`config.mk`:
```
export PLATFORM = sky130hd
export DESIGN_NAME = lcx_div
export DESIGN_NICKNAME = d
export VERILOG_FILES = /design/src/lcx_pkg.sv /design/src/lcx_div.sv
export SDC_FILE = /design/constraint.sdc
export NUM_CORES = 2
export LEC_CHECK = 0
export ABC_AREA = 1
export CAP_MARGIN = 20
export CORE_AREA = 5 5 645 647
export CTS_CLUSTER_SIZE = 40
export DETAILED_ROUTE_END_ITERATION = 10
export DIE_AREA = 0 0 650 652
export DONT_BUFFER_PORTS = 1
export GPL_TIMING_DRIVEN = 1
export PLACE_DENSITY = 0.58
export SLEW_MARGIN = 20
export SYNTH_ARGS = -nofsm -noshare
export SYNTH_HDL_FRONTEND = slang
export SYNTH_MEMORY_MAX_BITS = 65536
export SYNTH_SLANG_ARGS = --single-unit
```
`constraint.sdc`:
```
create_clock -name clk -period 5.3 [get_ports clk]
set_input_delay 1.325 -clock clk [delete_from_list [all_inputs] [get_ports clk]]
set_output_delay 1.325 -clock clk [all_outputs]
set_load 0.01 [all_outputs]
```
`src/lcx_pkg.sv`:
```
// Package for the horizontal line clipper: widths, codes and the item structs.
// No dependencies; every other file of the block depends on it.

package lcx_pkg;

    // Fixed-point fraction of the slope.
    localparam int FRAC_BITS = 8;

    // Coordinate, difference and magnitude widths.
    localparam int COORD_W = 16;
    localparam int DIFF_W  = COORD_W + 1;
    localparam int MAG_W   = COORD_W;
    localparam int NUM_W   = MAG_W + FRAC_BITS;
    localparam int PITCH_W = NUM_W + 1;
    localparam int PROD_W  = PITCH_W + DIFF_W;

    // Configuration register indexes.
    localparam int CFG_IDX_W = 1;
    typedef enum logic [CFG_IDX_W-1:0] {
        REG_CLIP_LEFT  = 1'b0,
        REG_CLIP_RIGHT = 1'b1
    } cfg_reg_t;

    // Class of an endpoint against the clip range.
    typedef enum logic [1:0] {
        CLS_IN    = 2'd0,
        CLS_LEFT  = 2'd1,
        CLS_RIGHT = 2'd2
    } cls_t;

    typedef logic signed [COORD_W-1:0] coord_t;

    // Segment data that travels alongside the divider.
    typedef struct packed {
        coord_t sx;
        coord_t sy;
        coord_t ex;
        coord_t ey;
        coord_t sx_edge;
        coord_t ex_edge;
        cls_t   cs;
        cls_t   ce;
        logic   rej;
        logic   dx_zero;
        logic   neg;
    } lcx_side_t;

    // One stage of the restoring divider.
    typedef struct packed {
        logic [MAG_W-1:0] rem;
        logic [NUM_W-1:0] num;
        logic [NUM_W-1:0] quo;
        logic [MAG_W-1:0] den;
    } lcx_div_t;

endpackage

```
`src/lcx_div.sv`:
```
// Pipelined restoring divider: one quotient bit per stage, side data carried along.
// Depends on lcx_pkg.

module lcx_div (
    input  logic               clk,
    input  logic               rst_n,
    input  logic               en,
    input  logic               in_valid,
    input  lcx_pkg::lcx_side_t in_side,
    input  lcx_pkg::lcx_div_t  in_div,
    output logic               out_valid,
    output lcx_pkg::lcx_side_t out_side,
    output logic [lcx_pkg::NUM_W-1:0] quo
);
    import lcx_pkg::*;

    logic      valid_reg [NUM_W];
    lcx_side_t side_reg  [NUM_W];
    lcx_div_t  div_reg   [NUM_W];
    lcx_div_t  div_next  [NUM_W];

    // Each stage shifts in one numerator bit and tries a subtract.
    always_comb
    begin
        lcx_div_t       src;
        logic [MAG_W:0] trial;
        logic [MAG_W:0] diff;
        for (int k = 0; k < NUM_W; k++)
        begin
            src = (k == 0) ? in_div : div_reg[k-1];
            trial = {src.rem, src.num[NUM_W-1]};
            diff = trial - {1'b0, src.den};
            div_next[k].den = src.den;
            div_next[k].num = {src.num[NUM_W-2:0], 1'b0};
            if (trial >= {1'b0, src.den})
            begin
                div_next[k].rem = diff[MAG_W-1:0];
                div_next[k].quo = {src.quo[NUM_W-2:0], 1'b1};
            end
            else
            begin
                div_next[k].rem = trial[MAG_W-1:0];
                div_next[k].quo = {src.quo[NUM_W-2:0], 1'b0};
            end
        end
    end

    always_ff @(posedge clk or negedge rst_n)
    begin
        if (!rst_n)
        begin
            for (int k = 0; k < NUM_W; k++)
                valid_reg[k] <= 1'b0;
        end
        else if (en)
        begin
            valid_reg[0] <= in_valid;
            for (int k = 1; k < NUM_W; k++)
                valid_reg[k] <= valid_reg[k-1];
        end
    end

    always_ff @(posedge clk)
    begin
        if (en)
        begin
            side_reg[0] <= in_side;
            for (int k = 1; k < NUM_W; k++)
                side_reg[k] <= side_reg[k-1];
            for (int k = 0; k < NUM_W; k++)
                div_reg[k] <= div_next[k];
        end
    end

    assign out_valid = valid_reg[NUM_W-1];
    assign out_side  = side_reg[NUM_W-1];
    assign quo       = div_reg[NUM_W-1].quo;

endmodule

```
==> flow_metrics.tcl <==
set metrics [dict create \
    status "completed" \
    crit_fanout 263 \
    synth_warnings 0 \
    swShare 0.2970 \
    drtIter0Drc 5393 \
    nets 11260 \
    antenna_left 0 \
    path_class "input pin to flop" \
    reg2reg_setup_slack_ns 2.32 \
    cts_buffer_depth 4 \
    slew_headroom 0.09688 \
    min_period_ns 4.896 \
    cp.required_ns 5.84 \
    grt_pass1_vias 69770 \
    placed_cell_area_um2 152700 \
    critPathArrivalTime_ns 5.44 \
    worstMarginPinSlew_ns 1.355 \
    grtUsageMet2 0.1969 \
    p_leak_nw 66.24 \
    grt_overflow 0 \
    fin_ws_ns 0.4043 \
    coreArea_um2 409000 \
    finClkSkew_ns 0.07747 \
    grt_pass1_wl_mm 390.9 \
    synth_cells 10450 \
    hold_viol_final 0 \
    dpl.hpwl_mm 162.2 \
    synth_cell_types 42 \
    dieArea_um2 423800 \
    die_x_um 650 \
    async_flop_share 0.006303 \
    fill_cells 37460 \
    cp.buffers_inverters 6 \
    slew_viol_final 0 \
    fin_util 0.4046 \
    cts.sinks 3808 \
    min_path_type "input pin to asynchronous set/reset pin" \
    syn-cell-area_um2 146900 \
    fp.dieH_um 652 \
    vias_per_cell 4.359 \
    max_cap_violations 0 \
    root_buffer "clkbuf_16" \
    finalHoldWorstSlack_ns 0.2056 \
    pin_count 315 \
    synthesis.nets 11050 \
    h-tree-depth 5 \
    final_area_um2 165500 \
    area_growth_pct 12.65 \
    synth_top_area_cell "edfxtp_1" \
    clock_latency_ns 0.94 \
    p_switching_mw 24.72 \
    yosys_register_bits 3808 \
    clk_pin_slew_ns 0.06 \
    setup_viol 0 \
    cts_made_buffers 397 \
    crit_path_start_kind "input pin" \
    gp_congestion 0.8583 \
    rsz0062_at_grt "no" \
    portBuffers 0 \
    wirelength_mm 249.2 \
    via_count 71700 \
    p_clk_frac 0.319 \
    slowest_stage "buf_16" \
    power_density_nw_per_um2 502.9 \
    fmax_mhz 204.3 \
    fin_tns_setup_ns 0 \
    end_kind "flop" \
    cts_tree "yes" \
    netlist.area_leader.share 0.7735 \
    grt_max_degree 253 \
    fin_crit_sh 0.9237 \
    cell_internal_pwr_mw 58.51 \
    synthTopCellsByCount "edfxtp_1, nand2_1, inv_1, nand3_1, ha_1" \
    grt.met3_usage 0.02231 \
    grtUsageMet1 0.1467 \
    max_stage_delay_ns 0.82 \
    pwr-share-seq 0.468 \
    synth_edf_count 3784 \
    synth_most_common_cell "edfxtp_1" \
    p_comb_frac 0.213 \
    synth_area_per_cell_um2 14.05 \
    grt_use_total 0.1146 \
    row_count 235 \
    post_drt_wl_per_cell_um 15.15 \
    seq_area_frac_synth 0.7775 \
    netlist_top_cells_area "edfxtp_1, nand2_1, inv_1" \
    largest_reg_flops 2472 \
    ir_worst_vdd_v 0.0003420 \
    first_pass_iters 8 \
    drc 0 \
    worstPathCellList "buf_16 > buf_16 > buf_16 > buf_16 > buf_16 > buf_16" \
    cp_common_cell "buf_16" \
    dp_slack_ns -1.392 \
    crit_family "buffers and inverters" \
    grt_busiest_layer "met2" \
    antenna_found_initial 30 \
    initial_core_util 0.3592 \
    drive_gt1_frac 0.06421 \
    synth_flop_cell "edfxtp_1" \
]
## power by group through the flow
stage	registers, mW	clock network (mW)	logic (mW)
2_1_floorplan	38.7	0	13.5
3_3_place_gp	39.6	0	17.7
3_5_place_dp	39.6	0	17.7
4_1_cts	39.0	27.7	17.8
5_1_grt	39.2	29.0	20.4
6_report	38.9	26.6	17.7
## layer usage
layer	wire, um	share of wire	vias up
met5	27	0.00011	-
met4	7548	0.030	4
met3	11160	0.045	497
met2	122300	0.49	1213
met1	108200	0.43	33780
li1	-	-	36210
## timing repair
item                                   in CTS  in global routing
endpoints found under the hold margin      24                  0
gates cloned                                3                  0
resized for setup                           0                  0
setup endpoints to repair                 413                 69
setup buffers                               0                  0
hold buffers                                1                  0
## worst paths after layout
kind,from,endpoint,depth (start not counted)
min in group clk,side_reg[1][158],side_reg[1][261],0
max,en,side_reg[1][239],6
min,rst_n,valid_reg[16],1
min reg2reg,side_reg[1][158],side_reg[1][261],0
max in group asynchronous,rst_n,valid_reg[12],1
max reg2reg,div_reg[0][82],div_reg[0][232],11
## kinds of logic after synthesis
group	after synthesis	share of synthesized area
AO/OA/AOI/OAI	284	0.01030
flip-flops	3808	0.7775
adder cells (fa/ha/maj)	407	0.03584
XOR/XNOR	143	0.008525
AND/OR/NAND/NOR	4109	0.1186
buffers and inverters	1702	0.04918
## layout by cell type, fill, tap and decap left out, types with 10 or more instances in the layout
cell type / synthesis / final
buf_16: 0 / 25
clkbuf_1: 4 / 104
clkbuf_16: 0 / 398
clkinv_1: 0 / 79
edfxtp_1: 3784 / 3784
and2_1: 20 / 20
clkinv_8: 0 / 10
a21oi_1: 218 / 218
or2_2: 15 / 15
nand2_1: 2836 / 2836
dfrtp_1: 24 / 24
nor2_4: 20 / 20
xor2_1: 110 / 110
o21bai_1: 14 / 14
nand4_1: 104 / 104
ha_1: 384 / 384
clkinvlp_4: 0 / 16
nor2_2: 14 / 14
bufinv_16: 0 / 27
inv_6: 0 / 14
nand2_4: 19 / 19
o21ai_0: 25 / 25
nand3_1: 597 / 597
nor2_1: 295 / 295
clkinv_2: 0 / 57
nor3_1: 63 / 63
nand3_2: 11 / 11
o21a_1: 18 / 18
fa_1: 23 / 23
nand2_2: 38 / 38
xnor2_1: 33 / 33
inv_1: 1484 / 1484
nand3b_1: 53 / 53
and3_1: 12 / 12
## final cells by class
cell class	count	area [um^2]	area share
flip-flops and latches	3808	114200	0.6902
multi-input cells	4943	25460	0.1538
clock buffers	506	10410	0.06287
well taps	5451	6820	0.04121
inverters	1487	5582	0.03373
clock inverters	223	2191	0.01324
repair buffers	29	805.8	0.004869
diodes	2	5.005	0.00003024
## through the flow
step                std cells  total power [mW]
finish                  16450             83.23
global route            16450             88.64
CTS                     16450             84.54
detailed placement      15710             57.36
global placement        15710             57.22
floorplan               10450             52.24
No activity file was read; power rests on OpenSTA's default activity.
