===== src/lcx_pkg.sv =====
// Package for the horizontal line clipper: widths, codes and the item structs.
// No dependencies; every other file of the block depends on it.

package lcx_pkg;

    // Fixed-point fraction of the slope.
    localparam int FRAC_BITS = 8;

    // Coordinate, difference and magnitude widths.
    localparam int COORD_W = 16;
    localparam int DIFF_W  = COORD_W + 1;
    localparam int MAG_W   = COORD_W;
    localparam int NUM_W   = MAG_W + FRAC_BITS;
    localparam int PITCH_W = NUM_W + 1;
    localparam int PROD_W  = PITCH_W + DIFF_W;

    // Configuration register indexes.
    localparam int CFG_IDX_W = 1;
    typedef enum logic [CFG_IDX_W-1:0] {
        REG_CLIP_LEFT  = 1'b0,
        REG_CLIP_RIGHT = 1'b1
    } cfg_reg_t;

    // Class of an endpoint against the clip range.
    typedef enum logic [1:0] {
        CLS_IN    = 2'd0,
        CLS_LEFT  = 2'd1,
        CLS_RIGHT = 2'd2
    } cls_t;

    typedef logic signed [COORD_W-1:0] coord_t;

    // Segment data that travels alongside the divider.
    typedef struct packed {
        coord_t sx;
        coord_t sy;
        coord_t ex;
        coord_t ey;
        coord_t sx_edge;
        coord_t ex_edge;
        cls_t   cs;
        cls_t   ce;
        logic   rej;
        logic   dx_zero;
        logic   neg;
    } lcx_side_t;

    // One stage of the restoring divider.
    typedef struct packed {
        logic [MAG_W-1:0] rem;
        logic [NUM_W-1:0] num;
        logic [NUM_W-1:0] quo;
        logic [MAG_W-1:0] den;
    } lcx_div_t;

endpackage


===== src/lcx_prep.sv =====
// First stage: classifies the endpoints, takes differences and sets up the divide.
// Depends on lcx_pkg.

module lcx_prep (
    input  logic              clk,
    input  logic              rst_n,
    input  logic              en,
    input  logic              in_valid,
    input  lcx_pkg::coord_t   sx,
    input  lcx_pkg::coord_t   sy,
    input  lcx_pkg::coord_t   ex,
    input  lcx_pkg::coord_t   ey,
    input  lcx_pkg::coord_t   clip_left,
    input  lcx_pkg::coord_t   clip_right,
    output logic              out_valid,
    output lcx_pkg::lcx_side_t side,
    output lcx_pkg::lcx_div_t  div
);
    import lcx_pkg::*;

    logic               valid_reg;
    lcx_side_t          side_reg, side_next;
    lcx_div_t           div_reg, div_next;
    logic signed [DIFF_W-1:0] dx, dy;
    logic [DIFF_W-1:0]  dx_abs, dy_abs;

    function automatic cls_t classify(coord_t x, coord_t lo, coord_t hi);
        cls_t c;
        if (x < lo)
            c = CLS_LEFT;
        else if (x > hi)
            c = CLS_RIGHT;
        else
            c = CLS_IN;
        return c;
    endfunction

    // Classes, edges and the unsigned operands of the slope divide.
    always_comb
    begin
        dx = DIFF_W'(ex) - DIFF_W'(sx);
        dy = DIFF_W'(ey) - DIFF_W'(sy);
        dx_abs = dx[DIFF_W-1] ? DIFF_W'(-dx) : DIFF_W'(dx);
        dy_abs = dy[DIFF_W-1] ? DIFF_W'(-dy) : DIFF_W'(dy);
        side_next.sx = sx;
        side_next.sy = sy;
        side_next.ex = ex;
        side_next.ey = ey;
        side_next.cs = classify(sx, clip_left, clip_right);
        side_next.ce = classify(ex, clip_left, clip_right);
        side_next.sx_edge = (side_next.cs == CLS_LEFT) ? clip_left : clip_right;
        side_next.ex_edge = (side_next.ce == CLS_LEFT) ? clip_left : clip_right;
        side_next.rej = (side_next.cs == side_next.ce) && (side_next.cs != CLS_IN);
        side_next.dx_zero = (dx == '0);
        side_next.neg = dx[DIFF_W-1] ^ dy[DIFF_W-1];
        div_next.rem = '0;
        div_next.num = {dy_abs[MAG_W-1:0], {FRAC_BITS{1'b0}}};
        div_next.quo = '0;
        div_next.den = dx_abs[MAG_W-1:0];
    end

    always_ff @(posedge clk or negedge rst_n)
    begin
        if (!rst_n)
            valid_reg <= 1'b0;
        else if (en)
            valid_reg <= in_valid;
    end

    always_ff @(posedge clk)
    begin
        if (en)
        begin
            side_reg <= side_next;
            div_reg  <= div_next;
        end
    end

    assign out_valid = valid_reg;
    assign side      = side_reg;
    assign div       = div_reg;

endmodule


===== config.mk =====
export PLATFORM = sky130hd
export DESIGN_NAME = lcx_prep
export DESIGN_NICKNAME = d
export VERILOG_FILES = /design/src/lcx_pkg.sv /design/src/lcx_prep.sv
export SDC_FILE = /design/constraint.sdc
export NUM_CORES = 1
export LEC_CHECK = 0
export BUFFER_PORTS_ARGS = -buffer_cell sky130_fd_sc_hd__buf_2
export CORE_ASPECT_RATIO = 1.4
export CORE_MARGIN = 5
export CORE_UTILIZATION = 38
export CTS_CLUSTER_DIAMETER = 30
export DETAILED_ROUTE_END_ITERATION = 10
export GPL_TIMING_DRIVEN = 0
export MAX_ROUTING_LAYER = met4
export PLACE_DENSITY_LB_ADDON = 0.1
export REMOVE_ABC_BUFFERS = 1
export SLEW_MARGIN = 25
export SYNTH_ARGS = -nofsm -noshare
export SYNTH_HDL_FRONTEND = slang
export SYNTH_SLANG_ARGS = --single-unit

===== constraint.sdc =====
create_clock -name clk -period 0.8 [get_ports clk]
set_input_delay 0.16 -clock clk [delete_from_list [all_inputs] [get_ports clk]]
set_output_delay 0.16 -clock clk [all_outputs]
set_load 0.02 [all_outputs]

==> flow_summary.json <==
{
  "layout_setup_ws_ns": -1.68,
  "p_leak_nw": 6.03,
  "yosys.area.top_type_share_pct": 46.8,
  "grt-ovfl-total": 0,
  "critPathLaunchType": "primary input",
  "grt-busiest-layer": "met2",
  "multi_input_area_mm2": 0.00496,
  "violations": "setup timing",
  "ant_nets": 0,
  "grt_use_met2_pct": 38.3,
  "finalCriticalPeriod_ns": 2.48,
  "rsz0062_at_grt": "true",
  "drv_cap": 0,
  "drive_above_1_share_pct": 43.6,
  "clock_path_buffers": 2,
  "finalHoldViolCount": 0,
  "fin_skew_ns": 0,
  "worstPathCellList": "buf_8 -> inv_4 -> ha_4 -> inv_2 -> fa_2 -> a211oi_4 -> o21ai_4 -> a41oi_2 -> o21bai_1 -> a21oi_2 -> xnor2_1 -> nand4b_1 -> a2111oi_4 -> a211oi_1",
  "drcViolationCount": 0,
  "setup_viol": 205,
  "htreeDepth": 4,
  "synthCells": 794,
  "diodes": 0,
  "path_buf_inv": 3,
  "peakVddDrop_mv": 1.88,
  "design.core.area_mm2": 0.0225,
  "setup.worst_path.class": "primary input to register",
  "grt_use_met1_pct": 20.4,
  "final_cells": 1474,
  "gr-usage-all-layers_pct": 20.5,
  "place_worst_setup_slack_ns": -2.54,
  "powerDensity_mw_per_mm2": 1960,
  "wirelength_um": 26800,
  "hold_ws_ns": 0.0304,
  "io_buffer_count": 235,
  "n_fill_cell": 1881,
  "reg2reg_from": "out_valid$_DFFE_PN0P_",
  "largest_reg_flops": 103,
  "avgSynthCellArea_um2": 10.9,
  "clk_pin_slew_ns": 0.06,
  "setup_tns_ns": -130.17,
  "synth-main-ff-cell": "edfxtp_1",
  "gp_congestion": 0.813,
  "reg2reg_depth": 1,
  "outcome": "complete, but fails checks",
  "ys_async_sr_fraction_pct": 0.735,
  "viasPerCell": 4.90,
  "slew_viol_final": 0,
  "placedCellCount": 1320,
  "yosysSeqAreaShare_pct": 47.1,
  "hp-start": "sx[8]",
  "min_to": "side[95]$_DFFE_PP_",
  "die_w_um": 138,
  "regArea_mm2": 0.00408,
  "required_ns": 0.96,
  "firstDrtPassIters": 4,
  "crit_path_end_kind": "register",
  "reg2reg_slack_ns": 0.03,
  "path_delay_family": "compound AO/OA/AOI/OAI gates",
  "synth_area_leaders": "edfxtp_1 (47%), ha_1 (14%), buf_4 (4.2%)",
  "drt-wirelength-per-cell_um": 18.2,
  "slowest_stage": "fa_2",
  "dpl_cell_area_mm2": 0.0101,
  "drtIter0Drc": 320,
  "grt_max_degree": 58,
  "r2r-end": "out_valid$_DFFE_PN0P_",
  "max_stage_delay_ns": 0.38,
  "period_share_pct": 310,
  "yosys_warnings": 0,
  "cts_buffers": 17,
  "die_y_um": 189,
  "numClockSinks": 136,
  "fin_nets": 1359,
  "worstPathArrival_ns": 2.64,
  "insertion_delay_ns": 0.42,
  "grt_pass1_vias": 7622,
  "dieArea_mm2": 0.0259,
  "vias": 7217,
  "max_freq_ghz": 0.403,
  "ys_types": 67,
  "finalPower_mw": 26.8,
  "start_util_pct": 38.4,
  "ys_ff_latch": 136,
  "hold_class": "primary input to register",
  "yosys.area.top_type": "edfxtp_1",
  "cts_tree": "yes",
  "met3_usage_pct": 4.54,
  "hpwl_um": 18100,
  "synth_edf_count": 135,
  "final_core_util_pct": 60.6,
  "mappedNetlistArea_mm2": 0.00865,
  "pin_count": 284,
  "cts-root-buf": "clkbuf_16",
  "final_cell_area_mm2": 0.0137,
  "antenna_found_initial": 0,
  "grt_pass1_wl_um": 39300,
  "row_count": 65,
  "path_max_fanout": 4,
  "hold_depth": 1,
  "areaGrowthSynthToFinish_pct": 57.8
}
## worst max path at each step
stage                      start                 end  slack, ns  cells past startpoint
CTS                        ey[0]   div[63]$_DFFE_PP_      -1.69                     14
detailed placement         ex[0]    div[8]$_DFFE_PP_      -2.54                     13
floorplan           clip_left[5]  side[23]$_DFFE_PP_      -1.97                     10
global placement           ex[1]   side[7]$_DFFE_PP_      -3.14                      9
finish                     ey[0]   div[63]$_DFFE_PP_      -1.68                     14
global route               ey[0]   div[63]$_DFFE_PP_      -1.78                     11
## report_power, final
| part | leakage [nW] | internal, mW | switching, mW |
|---|---|---|---|
| logic | 4.44 | 4.67 | 5.34 |
| clock network | 0.259 | 4.21 | 3.16 |
| registers | 1.33 | 9.03 | 0.360 |
## logic make-up after synthesis
family          Yosys count  share of synthesized area (%)
other cells               1                         0.0433
xor+xnor                 50                           5.06
fa+ha+maj                98                           14.3
simple gates            174                           9.89
flops                   136                           47.1
compound gates          187                           14.6
buf+inv                 143                           8.34
mux                       5                          0.622
## final cells by class
type                       instances  share of cell area, %
sequential                       136                   29.9
timing repair buffer             359                   24.5
clock buffer                      17                   3.12
tap                              301                   2.76
clock inverter                    14                  0.816
multi-input combinational        564                   36.3
inverter                          83                   2.59
## synthesized netlist by cell type (all sizes together), types with 2 or more instances
master and number:
o21bai 5, nor2 48, a21o 21, o22a 2
a2111oi 2, and2 2, nor2b 9, a21boi 2
edfxtp 135, o311ai 3, nand3 3, a31oi 9
mux2i 2, nand2 59, a221oi 3, xnor2 36
o21a 6, o211ai 4, clkbuf 8, nor4 2
nand2b 9, a211o 2, a21oi 38, o2111ai 5
or3 3, o31ai 3, nand4b 3, xor2 14
a211oi 7, nand4 12, inv 83, and4 3
and3 4, o21ai 66, nor3 9, nor3b 3
mux2 3, buf 52, ha 96, or2 3
fa 2
## per-layer routing
metal / vias to the layer above / share of wire (%)
li1: 3535 / -
met1: 3431 / 36
met2: 208 / 56
met3: 43 / 5.6
met4: 0 / 2.5
met5: - / 0
## cells in the final DEF (no fill, tap or decap), drive strengths merged, types with 14 or more instances in the layout
cell         synthesis  final
nor2                48     49
conb                 1     48
xnor2               36     36
xor2                14     14
inv                 83     81
ha                  96     96
edfxtp             135    135
nand2               59     59
dlygate4sd3          0     60
a21oi               38     38
buf                 52    296
a21o                21     21
clkbuf               8     19
o21ai               66     66
## timing repair
action | in CTS | in global routing
endpoints found under the setup margin | 286 | 205
endpoints found under the hold margin | 58 | 1
hold buffers | 59 | 1
pin swaps | 75 | 65
resized for setup | 301 | 224
setup buffers | 46 | 10
gates cloned | 10 | 1
Power figures use the tool's default switching activity.
