### src/lcx_pkg.sv
// Package for the horizontal line clipper: widths, codes and the item structs.
// No dependencies; every other file of the block depends on it.

package lcx_pkg;

    // Fixed-point fraction of the slope.
    localparam int FRAC_BITS = 8;

    // Coordinate, difference and magnitude widths.
    localparam int COORD_W = 16;
    localparam int DIFF_W  = COORD_W + 1;
    localparam int MAG_W   = COORD_W;
    localparam int NUM_W   = MAG_W + FRAC_BITS;
    localparam int PITCH_W = NUM_W + 1;
    localparam int PROD_W  = PITCH_W + DIFF_W;

    // Configuration register indexes.
    localparam int CFG_IDX_W = 1;
    typedef enum logic [CFG_IDX_W-1:0] {
        REG_CLIP_LEFT  = 1'b0,
        REG_CLIP_RIGHT = 1'b1
    } cfg_reg_t;

    // Class of an endpoint against the clip range.
    typedef enum logic [1:0] {
        CLS_IN    = 2'd0,
        CLS_LEFT  = 2'd1,
        CLS_RIGHT = 2'd2
    } cls_t;

    typedef logic signed [COORD_W-1:0] coord_t;

    // Segment data that travels alongside the divider.
    typedef struct packed {
        coord_t sx;
        coord_t sy;
        coord_t ex;
        coord_t ey;
        coord_t sx_edge;
        coord_t ex_edge;
        cls_t   cs;
        cls_t   ce;
        logic   rej;
        logic   dx_zero;
        logic   neg;
    } lcx_side_t;

    // One stage of the restoring divider.
    typedef struct packed {
        logic [MAG_W-1:0] rem;
        logic [NUM_W-1:0] num;
        logic [NUM_W-1:0] quo;
        logic [MAG_W-1:0] den;
    } lcx_div_t;

endpackage

### src/lcx_ycalc.sv
// Back end: signs the slope, recomputes the moved y values and holds the result item.
// Depends on lcx_pkg.

module lcx_ycalc (
    input  logic               clk,
    input  logic               rst_n,
    input  logic               en,
    input  logic               in_valid,
    input  lcx_pkg::lcx_side_t in_side,
    input  logic [lcx_pkg::NUM_W-1:0] quo,
    output logic               out_valid,
    output lcx_pkg::coord_t    o_sx,
    output lcx_pkg::coord_t    o_sy,
    output lcx_pkg::coord_t    o_ex,
    output lcx_pkg::coord_t    o_ey,
    output logic               o_rej
);
    import lcx_pkg::*;

    logic [4:0] valid_reg;
    lcx_side_t  s1_reg, s2_reg, s3_reg, s4_reg;
    coord_t     sxn1_reg, sxn2_reg, sxn3_reg, sxn4_reg;
    coord_t     sy3_reg, sy4_reg;
    logic signed [PITCH_W-1:0] pitch1_reg, pitch2_reg, pitch3_reg;
    logic signed [DIFF_W-1:0]  dxs1_reg, dxe1_reg, dxe2_reg, dxe3_reg;
    logic signed [PROD_W-1:0]  prods2_reg, prode4_reg;
    coord_t     sy3_next, ey5_next;
    coord_t     o_sx_reg, o_sy_reg, o_ex_reg, o_ey_reg;
    logic       o_rej_reg;
    coord_t     sxn_next, exn4;
    logic signed [PITCH_W-1:0] pitch_next;

    // Stage one: signed slope and the two x spans from the moved start.
    always_comb
    begin
        sxn_next = (in_side.cs != CLS_IN) ? in_side.sx_edge : in_side.sx;
        if (in_side.dx_zero)
            pitch_next = '0;
        else if (in_side.neg)
            pitch_next = -$signed({1'b0, quo});
        else
            pitch_next = $signed({1'b0, quo});
    end

    // Stage three: moved start y; stage five: moved end y.
    always_comb
    begin
        sy3_next = (s2_reg.cs != CLS_IN)
                 ? coord_t'(s2_reg.ey - prods2_reg[FRAC_BITS +: COORD_W])
                 : s2_reg.sy;
        exn4 = (s4_reg.ce != CLS_IN) ? s4_reg.ex_edge : s4_reg.ex;
        ey5_next = (s4_reg.ce != CLS_IN)
                 ? coord_t'(sy4_reg + prode4_reg[FRAC_BITS +: COORD_W])
                 : s4_reg.ey;
    end

    always_ff @(posedge clk or negedge rst_n)
    begin
        if (!rst_n)
            valid_reg <= '0;
        else if (en)
            valid_reg <= {valid_reg[3:0], in_valid};
    end

    always_ff @(posedge clk)
    begin
        if (en)
        begin
            s1_reg     <= in_side;
            sxn1_reg   <= sxn_next;
            pitch1_reg <= pitch_next;
            dxs1_reg   <= DIFF_W'(in_side.ex) - DIFF_W'(sxn_next);
            dxe1_reg   <= DIFF_W'((in_side.ce == CLS_IN) ? in_side.ex : in_side.ex_edge)
                        - DIFF_W'(sxn_next);

            s2_reg     <= s1_reg;
            sxn2_reg   <= sxn1_reg;
            pitch2_reg <= pitch1_reg;
            dxe2_reg   <= dxe1_reg;
            prods2_reg <= PROD_W'(pitch1_reg) * PROD_W'(dxs1_reg);

            s3_reg     <= s2_reg;
            sxn3_reg   <= sxn2_reg;
            pitch3_reg <= pitch2_reg;
            dxe3_reg   <= dxe2_reg;
            sy3_reg    <= sy3_next;

            s4_reg     <= s3_reg;
            sxn4_reg   <= sxn3_reg;
            sy4_reg    <= sy3_reg;
            prode4_reg <= PROD_W'(pitch3_reg) * PROD_W'(dxe3_reg);

            o_rej_reg  <= s4_reg.rej;
            o_sx_reg   <= s4_reg.rej ? '0 : sxn4_reg;
            o_sy_reg   <= s4_reg.rej ? '0 : sy4_reg;
            o_ex_reg   <= s4_reg.rej ? '0 : exn4;
            o_ey_reg   <= s4_reg.rej ? '0 : ey5_next;
        end
    end

    assign out_valid = valid_reg[4];
    assign o_sx  = o_sx_reg;
    assign o_sy  = o_sy_reg;
    assign o_ex  = o_ex_reg;
    assign o_ey  = o_ey_reg;
    assign o_rej = o_rej_reg;

endmodule

### config.mk
export PLATFORM = sky130hd
export DESIGN_NAME = lcx_ycalc
export DESIGN_NICKNAME = d
export VERILOG_FILES = /design/src/lcx_pkg.sv /design/src/lcx_ycalc.sv
export SDC_FILE = /design/constraint.sdc
export NUM_CORES = 2
export LEC_CHECK = 0
export ABC_CLOCK_PERIOD_IN_PS = 9310
export BUFFER_PORTS_ARGS = -buffer_cell sky130_fd_sc_hd__buf_2
export CORE_ASPECT_RATIO = 0.5
export CORE_MARGIN = 2
export CORE_UTILIZATION = 35
export DETAILED_ROUTE_END_ITERATION = 16
export PLACE_DENSITY = 0.49
export SYNTH_ARGS = -nofsm -noshare
export SYNTH_HDL_FRONTEND = slang
export SYNTH_SLANG_ARGS = --single-unit
### constraint.sdc
create_clock -name clk -period 9.31 [get_ports clk]
set_input_delay 0.931 -clock clk [delete_from_list [all_inputs] [get_ports clk]]
set_output_delay 0.931 -clock clk [all_outputs]
set_load 0.01 [all_outputs]
==> results.json <==
{
  "synthFlopType": "edfxtp_1",
  "cts_setup_buffers": 0,
  "die_w_um": 473,
  "io_buffers": 196,
  "rows": 85,
  "core_area_mm2": 0.108,
  "root_buffer": "clkbuf_16",
  "drc": 0,
  "synthDistinctLibCells": 67,
  "setup_viol": 0,
  "crit_arrival_ps": 7010,
  "grt_pass1_vias": 23600,
  "ys_async_sr_fraction_pct": 0.865,
  "fillers": 10300,
  "fin_crit_sh_pct": 70.9,
  "cp.required_ps": 9710,
  "hold_buffers": 0,
  "drt_iter0_drc": 1549,
  "fmaxAchievable_mhz": 151,
  "vias": 22700,
  "post_drt_wl_per_cell_um": 18.9,
  "dp_hpwl_um": 70000,
  "dieArea_mm2": 0.113,
  "seq_area_mm2": 0.0173,
  "clk_latency_ps": 650,
  "hold_violations": 0,
  "dp_cells": 4784,
  "synth-edff-count": 573,
  "slew_headroom_pct": 34.0,
  "fin_cells": 4889,
  "netlist_area_mm2": 0.0385,
  "initial_core_util_pct": 35.5,
  "fp.dieH_um": 239,
  "wl_um": 92600,
  "antenna_found_initial": 10,
  "area_growth_pct": 11.5,
  "multiInputGateArea_mm2": 0.0184,
  "overflow": 0,
  "finalClockSkew_ps": 39.9,
  "hp-class": "in2async",
  "grt_pass1_wl_um": 142000,
  "ctsResizeCount": 0,
  "layout-drive-gt1-share_pct": 9.91,
  "viasPerCell": 4.65,
  "fin_setup_tns_ps": 0,
  "synth_fp_nets": 3983,
  "cp_max_fo": 22,
  "grtUsageTotal_pct": 16.6,
  "yosysSeqAreaShare_pct": 45.0,
  "num_io_pins": 197,
  "yosys_warnings": 0,
  "antenna_left": 0,
  "status": "finished clean",
  "cap_viol_max_count": 0,
  "clk_pin_slew_ps": 70,
  "tightest_slew_ps": 990,
  "cts.sinks": 578,
  "final_nets": 4150,
  "synth_seq_cells": 578,
  "slew_violations": 0,
  "min_period_ps": 6610,
  "crit_path_start_kind": "register",
  "cp-end-kind": "register",
  "cts_max_level": 2,
  "cts_tree": "yes",
  "cts_inserted_buffers": 55,
  "rsz0062_at_grt": "false",
  "critical_path_class": "reg2reg",
  "grt_start_max_net_pins": 189,
  "ctsLongestPathBuffers": 3,
  "drtPass1Iterations": 5,
  "reg2reg_slack_ps": 2700,
  "synth_cells": 3239,
  "routabilityCongestion": 0.840,
  "synth_area_per_cell_um2": 11.9
}
per-layer routing:
| layer | vias to the layer above | part of all wire (%) | global-route usage, % |
|---|---|---|---|
| met3 | 87 | 4.8 | 2.76 |
| met2 | 403 | 47 | 26.7 |
| met5 | - | 0 | 0 |
| met1 | 11500 | 47 | 23.8 |
| li1 | 10700 | - | - |
| met4 | 0 | 1.6 | 3.15 |
metrics by stage:
stage          util, %  hold slack [ps]  worst slack (ps)  area, µm²
2_1_floorplan        -              400              3190      38500
3_3_place_gp      37.9              400              2780      41100
3_5_place_dp      37.9              405              2700      41100
4_1_cts           39.6             30.3              2690      42900
5_1_grt           39.6             41.6              2270      42900
6_report          39.6             82.1              2700      42900
worst max-delay path, stage by stage, from the launching register on:
cell       delay, ps
edfxtp_1         960
nand2_1          180
fa_1             560
fa_1             510
fa_1             510
inv_1             60
fa_1             500
fa_1             500
inv_1             50
fa_1             490
inv_1             40
ha_1             330
a2111oi_0        630
nor2_1           110
o21ai_0          110
o311ai_1         200
o211ai_1         260
nand2b_1         110
a21oi_1          180
xnor2_1           80
layout by cell type, fill, tap and decap left out, types with 46 or more instances in the layout:
cell type,netlist,final
nor2_1,91,87
inv_1,640,640
nor2b_1,47,47
a21oi_1,67,67
buf_2,0,195
xor2_1,46,46
and2_1,292,292
edfxtp_1,573,573
fa_1,400,400
xnor2_1,105,105
ha_1,213,213
nand2_1,343,343
clkbuf_16,0,55
synthesized netlist by cell type, types with 22 or more instances:
| master | count | area (µm²) |
|---|---|---|
| ha_1 | 213 | 2670 |
| inv_1 | 640 | 2400 |
| nor2b_1 | 47 | 294 |
| nor3_1 | 23 | 115 |
| o21ai_0 | 43 | 215 |
| xnor2_1 | 105 | 920 |
| fa_1 | 400 | 8010 |
| a21oi_1 | 67 | 335 |
| clkbuf_1 | 94 | 353 |
| xor2_1 | 46 | 403 |
| edfxtp_1 | 573 | 17200 |
| nand3_1 | 23 | 115 |
| nor2_1 | 91 | 342 |
| mux2_2 | 22 | 248 |
| and2_1 | 292 | 1830 |
| nand2_1 | 343 | 1290 |
final timing paths:
| check | to | cells after the start | start |
|---|---|---|---|
| max | prods2_reg[22]$_DFFE_PP_ | 19 | dxs1_reg[2]$_DFFE_PP_ |
| min | valid_reg[1]$_DFFE_PN0P_ | 1 | rst_n |
| max reg2reg | prods2_reg[22]$_DFFE_PP_ | 19 | dxs1_reg[2]$_DFFE_PP_ |
| min reg2reg | s4_reg[52]$_DFFE_PP_ | 0 | s3_reg[52]$_DFFE_PP_ |
| max in group asynchronous | valid_reg[2]$_DFFE_PN0P_ | 1 | rst_n |
| min in group clk | s4_reg[52]$_DFFE_PP_ | 0 | s3_reg[52]$_DFFE_PP_ |
cells by family (layout without fill, tap and decap cells):
group           count (synthesis)  in the layout  synth area share [%]
compound gates                229            229                  3.93
xor+xnor                      151            151                  3.44
fa+ha+maj                     613            613                  27.7
buf+inv                       741            952                  7.22
flops                         578            578                  45.0
mux                            39             39                  1.09
other cells                     0              4                     0
simple gates                  888            888                  11.6
layout make-up:
class | count | area share (%)
Sequential cell | 578 | 40.4
Tap cell | 1435 | 4.18
Clock buffer | 61 | 3.26
Clock inverter | 40 | 1.08
Antenna cell | 4 | 0.0233
Inverter | 640 | 5.60
Timing Repair Buffer | 211 | 2.63
Multi-Input combinational cell | 1920 | 42.9
Power is not shown: default switching activity piles up to over one toggle a cycle in this logic, so the estimate is an artifact.
